==> src/sv/kmj_pkg.sv <==
`default_nettype none
package kmj_pkg;

  localparam int unsigned NUM_ROWS    = 8;
  localparam int unsigned JOY_ROW     = 8;
  localparam int unsigned NUM_BUTTONS = 8;
  localparam int unsigned KEY_COUNT   = 52;
  localparam int unsigned CAPS_KEY    = 23;
  localparam int unsigned SYMBOL_KEY  = 33;
  localparam int unsigned IDX_W       = 6;
  localparam int unsigned MAP_W       = NUM_BUTTONS * IDX_W;
  localparam logic [7:0]  READ_BASE   = 8'hBF;

  // operation codes
  localparam logic [1:0] OP_KEY_EVENT = 2'd0;
  localparam logic [1:0] OP_JOY_POLL  = 2'd1;
  localparam logic [1:0] OP_PORT_READ = 2'd2;

  // configuration register indexes
  localparam logic REG_JOY_KEY_MAP = 1'b0;
  localparam logic REG_JOY_ENABLE  = 1'b1;

  typedef logic [7:0] row_t;

  typedef struct packed {
    logic [1:0] operation;
    logic [6:0] key_index;
    logic       key_release;
    logic [7:0] joy_buttons;
    logic [7:0] port_high;
  } item_t;

  typedef struct packed {
    logic [7:0] read_data;
    logic [7:0] joystick_byte;
  } result_t;

  typedef struct packed {
    logic             index;
    logic [MAP_W-1:0] value;
  } cfg_t;

  typedef struct packed {
    logic [MAP_W-1:0] key_map;
    logic             enable;
  } joy_cfg_t;

  typedef struct packed {
    logic       valid;
    logic [3:0] row;
    logic [4:0] mask;
    logic [2:0] exrow;
    logic [4:0] exmask;
  } key_entry_t;

  // release_mask drives bits high first, press_mask then drives them low
  // (joystick row takes the opposite level)
  typedef struct packed {
    row_t [JOY_ROW:0] release_mask;
    row_t [JOY_ROW:0] press_mask;
  } joy_masks_t;

  function automatic key_entry_t key_entry(input logic [IDX_W-1:0] idx);
    key_entry_t e;
    e = '0;
    case (idx)
      6'd0:  e = '{1'b1, 4'd0, 5'h00, 3'd0, 5'h00};
      6'd1:  e = '{1'b1, 4'd3, 5'h01, 3'd0, 5'h00};
      6'd2:  e = '{1'b1, 4'd3, 5'h02, 3'd0, 5'h00};
      6'd3:  e = '{1'b1, 4'd3, 5'h04, 3'd0, 5'h00};
      6'd4:  e = '{1'b1, 4'd3, 5'h08, 3'd0, 5'h00};
      6'd5:  e = '{1'b1, 4'd3, 5'h10, 3'd0, 5'h00};
      6'd6:  e = '{1'b1, 4'd4, 5'h10, 3'd0, 5'h00};
      6'd7:  e = '{1'b1, 4'd4, 5'h08, 3'd0, 5'h00};
      6'd8:  e = '{1'b1, 4'd4, 5'h04, 3'd0, 5'h00};
      6'd9:  e = '{1'b1, 4'd4, 5'h02, 3'd0, 5'h00};
      6'd10: e = '{1'b1, 4'd4, 5'h01, 3'd0, 5'h00};
      6'd11: e = '{1'b1, 4'd4, 5'h01, 3'd0, 5'h01};
      6'd12: e = '{1'b1, 4'd2, 5'h01, 3'd0, 5'h00};
      6'd13: e = '{1'b1, 4'd2, 5'h02, 3'd0, 5'h00};
      6'd14: e = '{1'b1, 4'd2, 5'h04, 3'd0, 5'h00};
      6'd15: e = '{1'b1, 4'd2, 5'h08, 3'd0, 5'h00};
      6'd16: e = '{1'b1, 4'd2, 5'h10, 3'd0, 5'h00};
      6'd17: e = '{1'b1, 4'd5, 5'h10, 3'd0, 5'h00};
      6'd18: e = '{1'b1, 4'd5, 5'h08, 3'd0, 5'h00};
      6'd19: e = '{1'b1, 4'd5, 5'h04, 3'd0, 5'h00};
      6'd20: e = '{1'b1, 4'd5, 5'h02, 3'd0, 5'h00};
      6'd21: e = '{1'b1, 4'd5, 5'h01, 3'd0, 5'h00};
      6'd22: e = '{1'b1, 4'd6, 5'h01, 3'd0, 5'h00};
      6'd23: e = '{1'b1, 4'd0, 5'h01, 3'd0, 5'h00};
      6'd24: e = '{1'b1, 4'd1, 5'h01, 3'd0, 5'h00};
      6'd25: e = '{1'b1, 4'd1, 5'h02, 3'd0, 5'h00};
      6'd26: e = '{1'b1, 4'd1, 5'h04, 3'd0, 5'h00};
      6'd27: e = '{1'b1, 4'd1, 5'h08, 3'd0, 5'h00};
      6'd28: e = '{1'b1, 4'd1, 5'h10, 3'd0, 5'h00};
      6'd29: e = '{1'b1, 4'd6, 5'h10, 3'd0, 5'h00};
      6'd30: e = '{1'b1, 4'd6, 5'h08, 3'd0, 5'h00};
      6'd31: e = '{1'b1, 4'd6, 5'h04, 3'd0, 5'h00};
      6'd32: e = '{1'b1, 4'd6, 5'h02, 3'd0, 5'h00};
      6'd33: e = '{1'b1, 4'd7, 5'h02, 3'd0, 5'h00};
      6'd34: e = '{1'b1, 4'd0, 5'h01, 3'd7, 5'h02};
      6'd35: e = '{1'b1, 4'd0, 5'h02, 3'd0, 5'h00};
      6'd36: e = '{1'b1, 4'd0, 5'h04, 3'd0, 5'h00};
      6'd37: e = '{1'b1, 4'd0, 5'h08, 3'd0, 5'h00};
      6'd38: e = '{1'b1, 4'd7, 5'h01, 3'd0, 5'h00};
      6'd39: e = '{1'b1, 4'd0, 5'h10, 3'd0, 5'h00};
      6'd40: e = '{1'b1, 4'd7, 5'h10, 3'd0, 5'h00};
      6'd41: e = '{1'b1, 4'd7, 5'h08, 3'd0, 5'h00};
      6'd42: e = '{1'b1, 4'd7, 5'h04, 3'd0, 5'h00};
      6'd43: e = '{1'b1, 4'd4, 5'h08, 3'd0, 5'h01};
      6'd44: e = '{1'b1, 4'd4, 5'h10, 3'd0, 5'h01};
      6'd45: e = '{1'b1, 4'd3, 5'h10, 3'd0, 5'h01};
      6'd46: e = '{1'b1, 4'd4, 5'h04, 3'd0, 5'h01};
      6'd47: e = '{1'b1, 4'd8, 5'h02, 3'd0, 5'h00};
      6'd48: e = '{1'b1, 4'd8, 5'h01, 3'd0, 5'h00};
      6'd49: e = '{1'b1, 4'd8, 5'h08, 3'd0, 5'h00};
      6'd50: e = '{1'b1, 4'd8, 5'h04, 3'd0, 5'h00};
      6'd51: e = '{1'b1, 4'd8, 5'h10, 3'd0, 5'h00};
      default: e = '0;
    endcase
    return e;
  endfunction

endpackage
`default_nettype wire

==> src/sv/kmj_cfg_regs.sv <==
`default_nettype none
module kmj_cfg_regs (
  input  wire logic              clk,
  input  wire logic              rst,
  input  wire logic              wr_en,
  input  wire kmj_pkg::cfg_t     wr,
  output kmj_pkg::joy_cfg_t      joy_cfg
);
  import kmj_pkg::*;

  joy_cfg_t regs;

  always_ff @(posedge clk) begin
    if (rst) begin
      regs <= '0;
    end else if (wr_en) begin
      case (wr.index)
        REG_JOY_KEY_MAP: regs.key_map <= wr.value;
        REG_JOY_ENABLE:  regs.enable  <= wr.value[0];
        default: ;
      endcase
    end
  end

  assign joy_cfg = regs;

endmodule
`default_nettype wire

==> config.mk <==
export PLATFORM = sky130hd
export DESIGN_NAME = kmj_cfg_regs
export DESIGN_NICKNAME = d
export VERILOG_FILES = /design/src/sv/kmj_pkg.sv /design/src/sv/kmj_cfg_regs.sv
export SDC_FILE = /design/constraint.sdc
export NUM_CORES = 1
export LEC_CHECK = 0
export BUFFER_PORTS_ARGS = -buffer_cell sky130_fd_sc_hd__buf_2
export CORE_ASPECT_RATIO = 0.8
export CORE_UTILIZATION = 47
export CTS_CLUSTER_DIAMETER = 60
export DETAILED_ROUTE_END_ITERATION = 16
export GPL_ROUTABILITY_DRIVEN = 0
export GPL_TIMING_DRIVEN = 0
export HOLD_SLACK_MARGIN = 0.03
export PLACE_DENSITY = 0.79
export SYNTH_ARGS = -nofsm -noshare
export SYNTH_HDL_FRONTEND = slang
export SYNTH_SLANG_ARGS = --single-unit
==> constraint.sdc <==
create_clock -name clk -period 0.8 [get_ports clk]
set_clock_uncertainty 0.05 [all_clocks]
set_input_delay 0.04 -clock clk [delete_from_list [all_inputs] [get_ports clk]]
set_output_delay 0.04 -clock clk [all_outputs]
set_load 0.05 [all_outputs]
==> run metrics <==
hold path startpoint=rst; pwr dens=1560 mW/mm^2; Yosys cell types=15; slowest stage delay, CP=0.35 ns; largest net degree at the start of global routing=16; Critical Path End Type=flop; DP HPWL=3.84 mm; crit-path most repeated cell=buf_4; Crit Reg-Reg Endpoint=joy_cfg[46]; Reg2Reg Setup Slack=-0.13 ns; Clock Path Buffers=2; most frequent cells in the layout=buf_2, dfxtp_2, nand4bb_1, dlygate4sd3_1, nand2b_1; final hold violation count=0; input/output buffers=99; Avg Inst Size Synth=10.4 sq um; worst-path cell chain=buf_4 > buf_4 > nand2b_1 > o21ai_1; synthesis-to-layout area growth=83.1%; RSZ-0062 raised after global routing=yes; CP Launch Point=joy_cfg[46]; Setup crit start kind=flop; Final Cycle Share=1.16; setup_tns=-5.54 ns; Worst Hold Class=in2reg; status=complete, but fails checks; VDD IR-drop max=1.19 mV; initial antenna violation count=0; CTS root buf=clkbuf_8; commonest non-fill, non-tap cell in the layout=buf_2; slowest CP cell=dfxtp_2; Max Fclk=1070 MHz; worst slew pin tran=0.482 ns; CTS buffer count=5; leakage power=0.00174 uW; Post-DRT Antenna Nets=0; CORE AREA=0.00465 sq mm; # diodes=0; row cnt=22; via-per-instance ratio=5.58; post-DR wirelength/cell=19.7 um; first-pass GRT wire length=11.8 mm; H-tree depth=2; max reg flops=49; total number of vias=2565; residual DRC count=0; I/O pin count=101; detailed-route wire length=9.07 mm; DRT iter0 DRCs=216; WS Path Type=reg2reg; Sink Count=49; Initial Util=0.497; minimum clock period=0.931 ns; Hold Path Sink=joy_cfg[0]; grt total ovfl=0; final instance area=0.00423 sq mm; final hold slack=0.0753 ns; Crit path required time=0.94 ns; nets@finish=451; hold depth=2; max_slew headroom=0.679; total track usage=0.298; Synth warnings=0; violated checks=setup timing; maxcap violations=0; cell area after synthesis=0.00231 sq mm; clock transition at the registers of the reported paths=0.10 ns; clock latency on the worst-skew pair=0.31 ns; crit path DAT=1.08 ns; DIE AREA=0.00520 sq mm; sequential share of the synthesized area=0.424; layout cells sized above 1=0.540; setup ws final=-0.131 ns; reg2reg start=joy_cfg[46]; CTS tree=built; Die Y=64.7 um; die width=80.4 um; cells on worst reg2reg path=4; vias in the first global route=2507; drt first pass iters=4; Final setup viols=59; Post-Syn Instances=222; Yosys reg bits=49; post-placement cell area=0.00294 sq mm; Worst Path Max Fanout=2; max-slew violations=0; synthesized net count=274
==> metal layers <==
layer	vias up	track usage	share of wire
li1	1151	-	-
met3	29	0.0577	0.058
met2	135	0.535	0.51
met5	-	0	0
met1	1250	0.336	0.40
met4	0	0.138	0.034
==> synthesized netlist by cell type (all sizes together) <==
master	count	share of area
nand4bb	48	0.23
nand3	1	0.0022
a21bo	1	0.0043
buf	9	0.035
nor2b	1	0.0038
nand2b	48	0.13
a21oi	1	0.0022
clkbuf	16	0.028
dfxtp	49	0.42
o21ai	48	0.14
==> layout make-up <==
class,instances,area [sq um]
flip-flops and latches,49,1040
multi-input cells,148,1210
well taps,60,75.1
repair buffers,170,1630
clock inverters,3,65.1
plain buffers,25,145
clock buffers,5,68.8
fillers,198,420
==> power by group <==
| part | internal, uW | switching [uW] |
|---|---|---|
| combinational | 852 | 880 |
| clock | 1240 | 906 |
| sequential | 2580 | 119 |
==> what timing repair did <==
action | CTS | global route
hold buffers | 48 | 0
gates cloned | 0 | 0
pin swaps | 1 | 0
gates resized for setup | 124 | 26
setup endpoints to repair | 49 | 51
endpoints found under the hold margin | 49 | 0
setup buffers | 13 | 10
==> critical path: cells and delay by family (launching register included) <==
| family | cells | cell delay, ns |
|---|---|---|
| buffers and inverters | 2 | 0.25 |
| AOI/OAI and AO/OA | 1 | 0.08 |
| and+or+nand+nor | 1 | 0.10 |
| DFF | 1 | 0.35 |
==> logic make-up (layout without fill, tap and decap cells) <==
logic type / Yosys count / after routing / share of synthesized area
and+or+nand+nor: 98 / 98 / 0.370
buffers and inverters: 25 / 203 / 0.0628
DFF: 49 / 49 / 0.424
AOI/OAI and AO/OA: 50 / 50 / 0.143
==> through the flow <==
step                total power (uW)  instances  setup slack (ns)   util
finish                          6580        460            -0.131  0.910
global route                    6750        460            -0.146  0.910
CTS                             6370        450            -0.112  0.873
detailed placement              3850        381            -0.159  0.633
global placement                3840        381            -0.153  0.633
floorplan                       3520        222            -0.134      -
==> how the worst max path moves through the flow <==
stage	to	cells past startpoint
after floorplan	joy_cfg[0]	2
after global placement	joy_cfg[43]	5
after detailed placement	joy_cfg[40]	5
after CTS	joy_cfg[18]	1
after global routing	joy_cfg[42]	1
final	joy_cfg[46]	4
No activity file was read; power rests on OpenSTA's default activity.
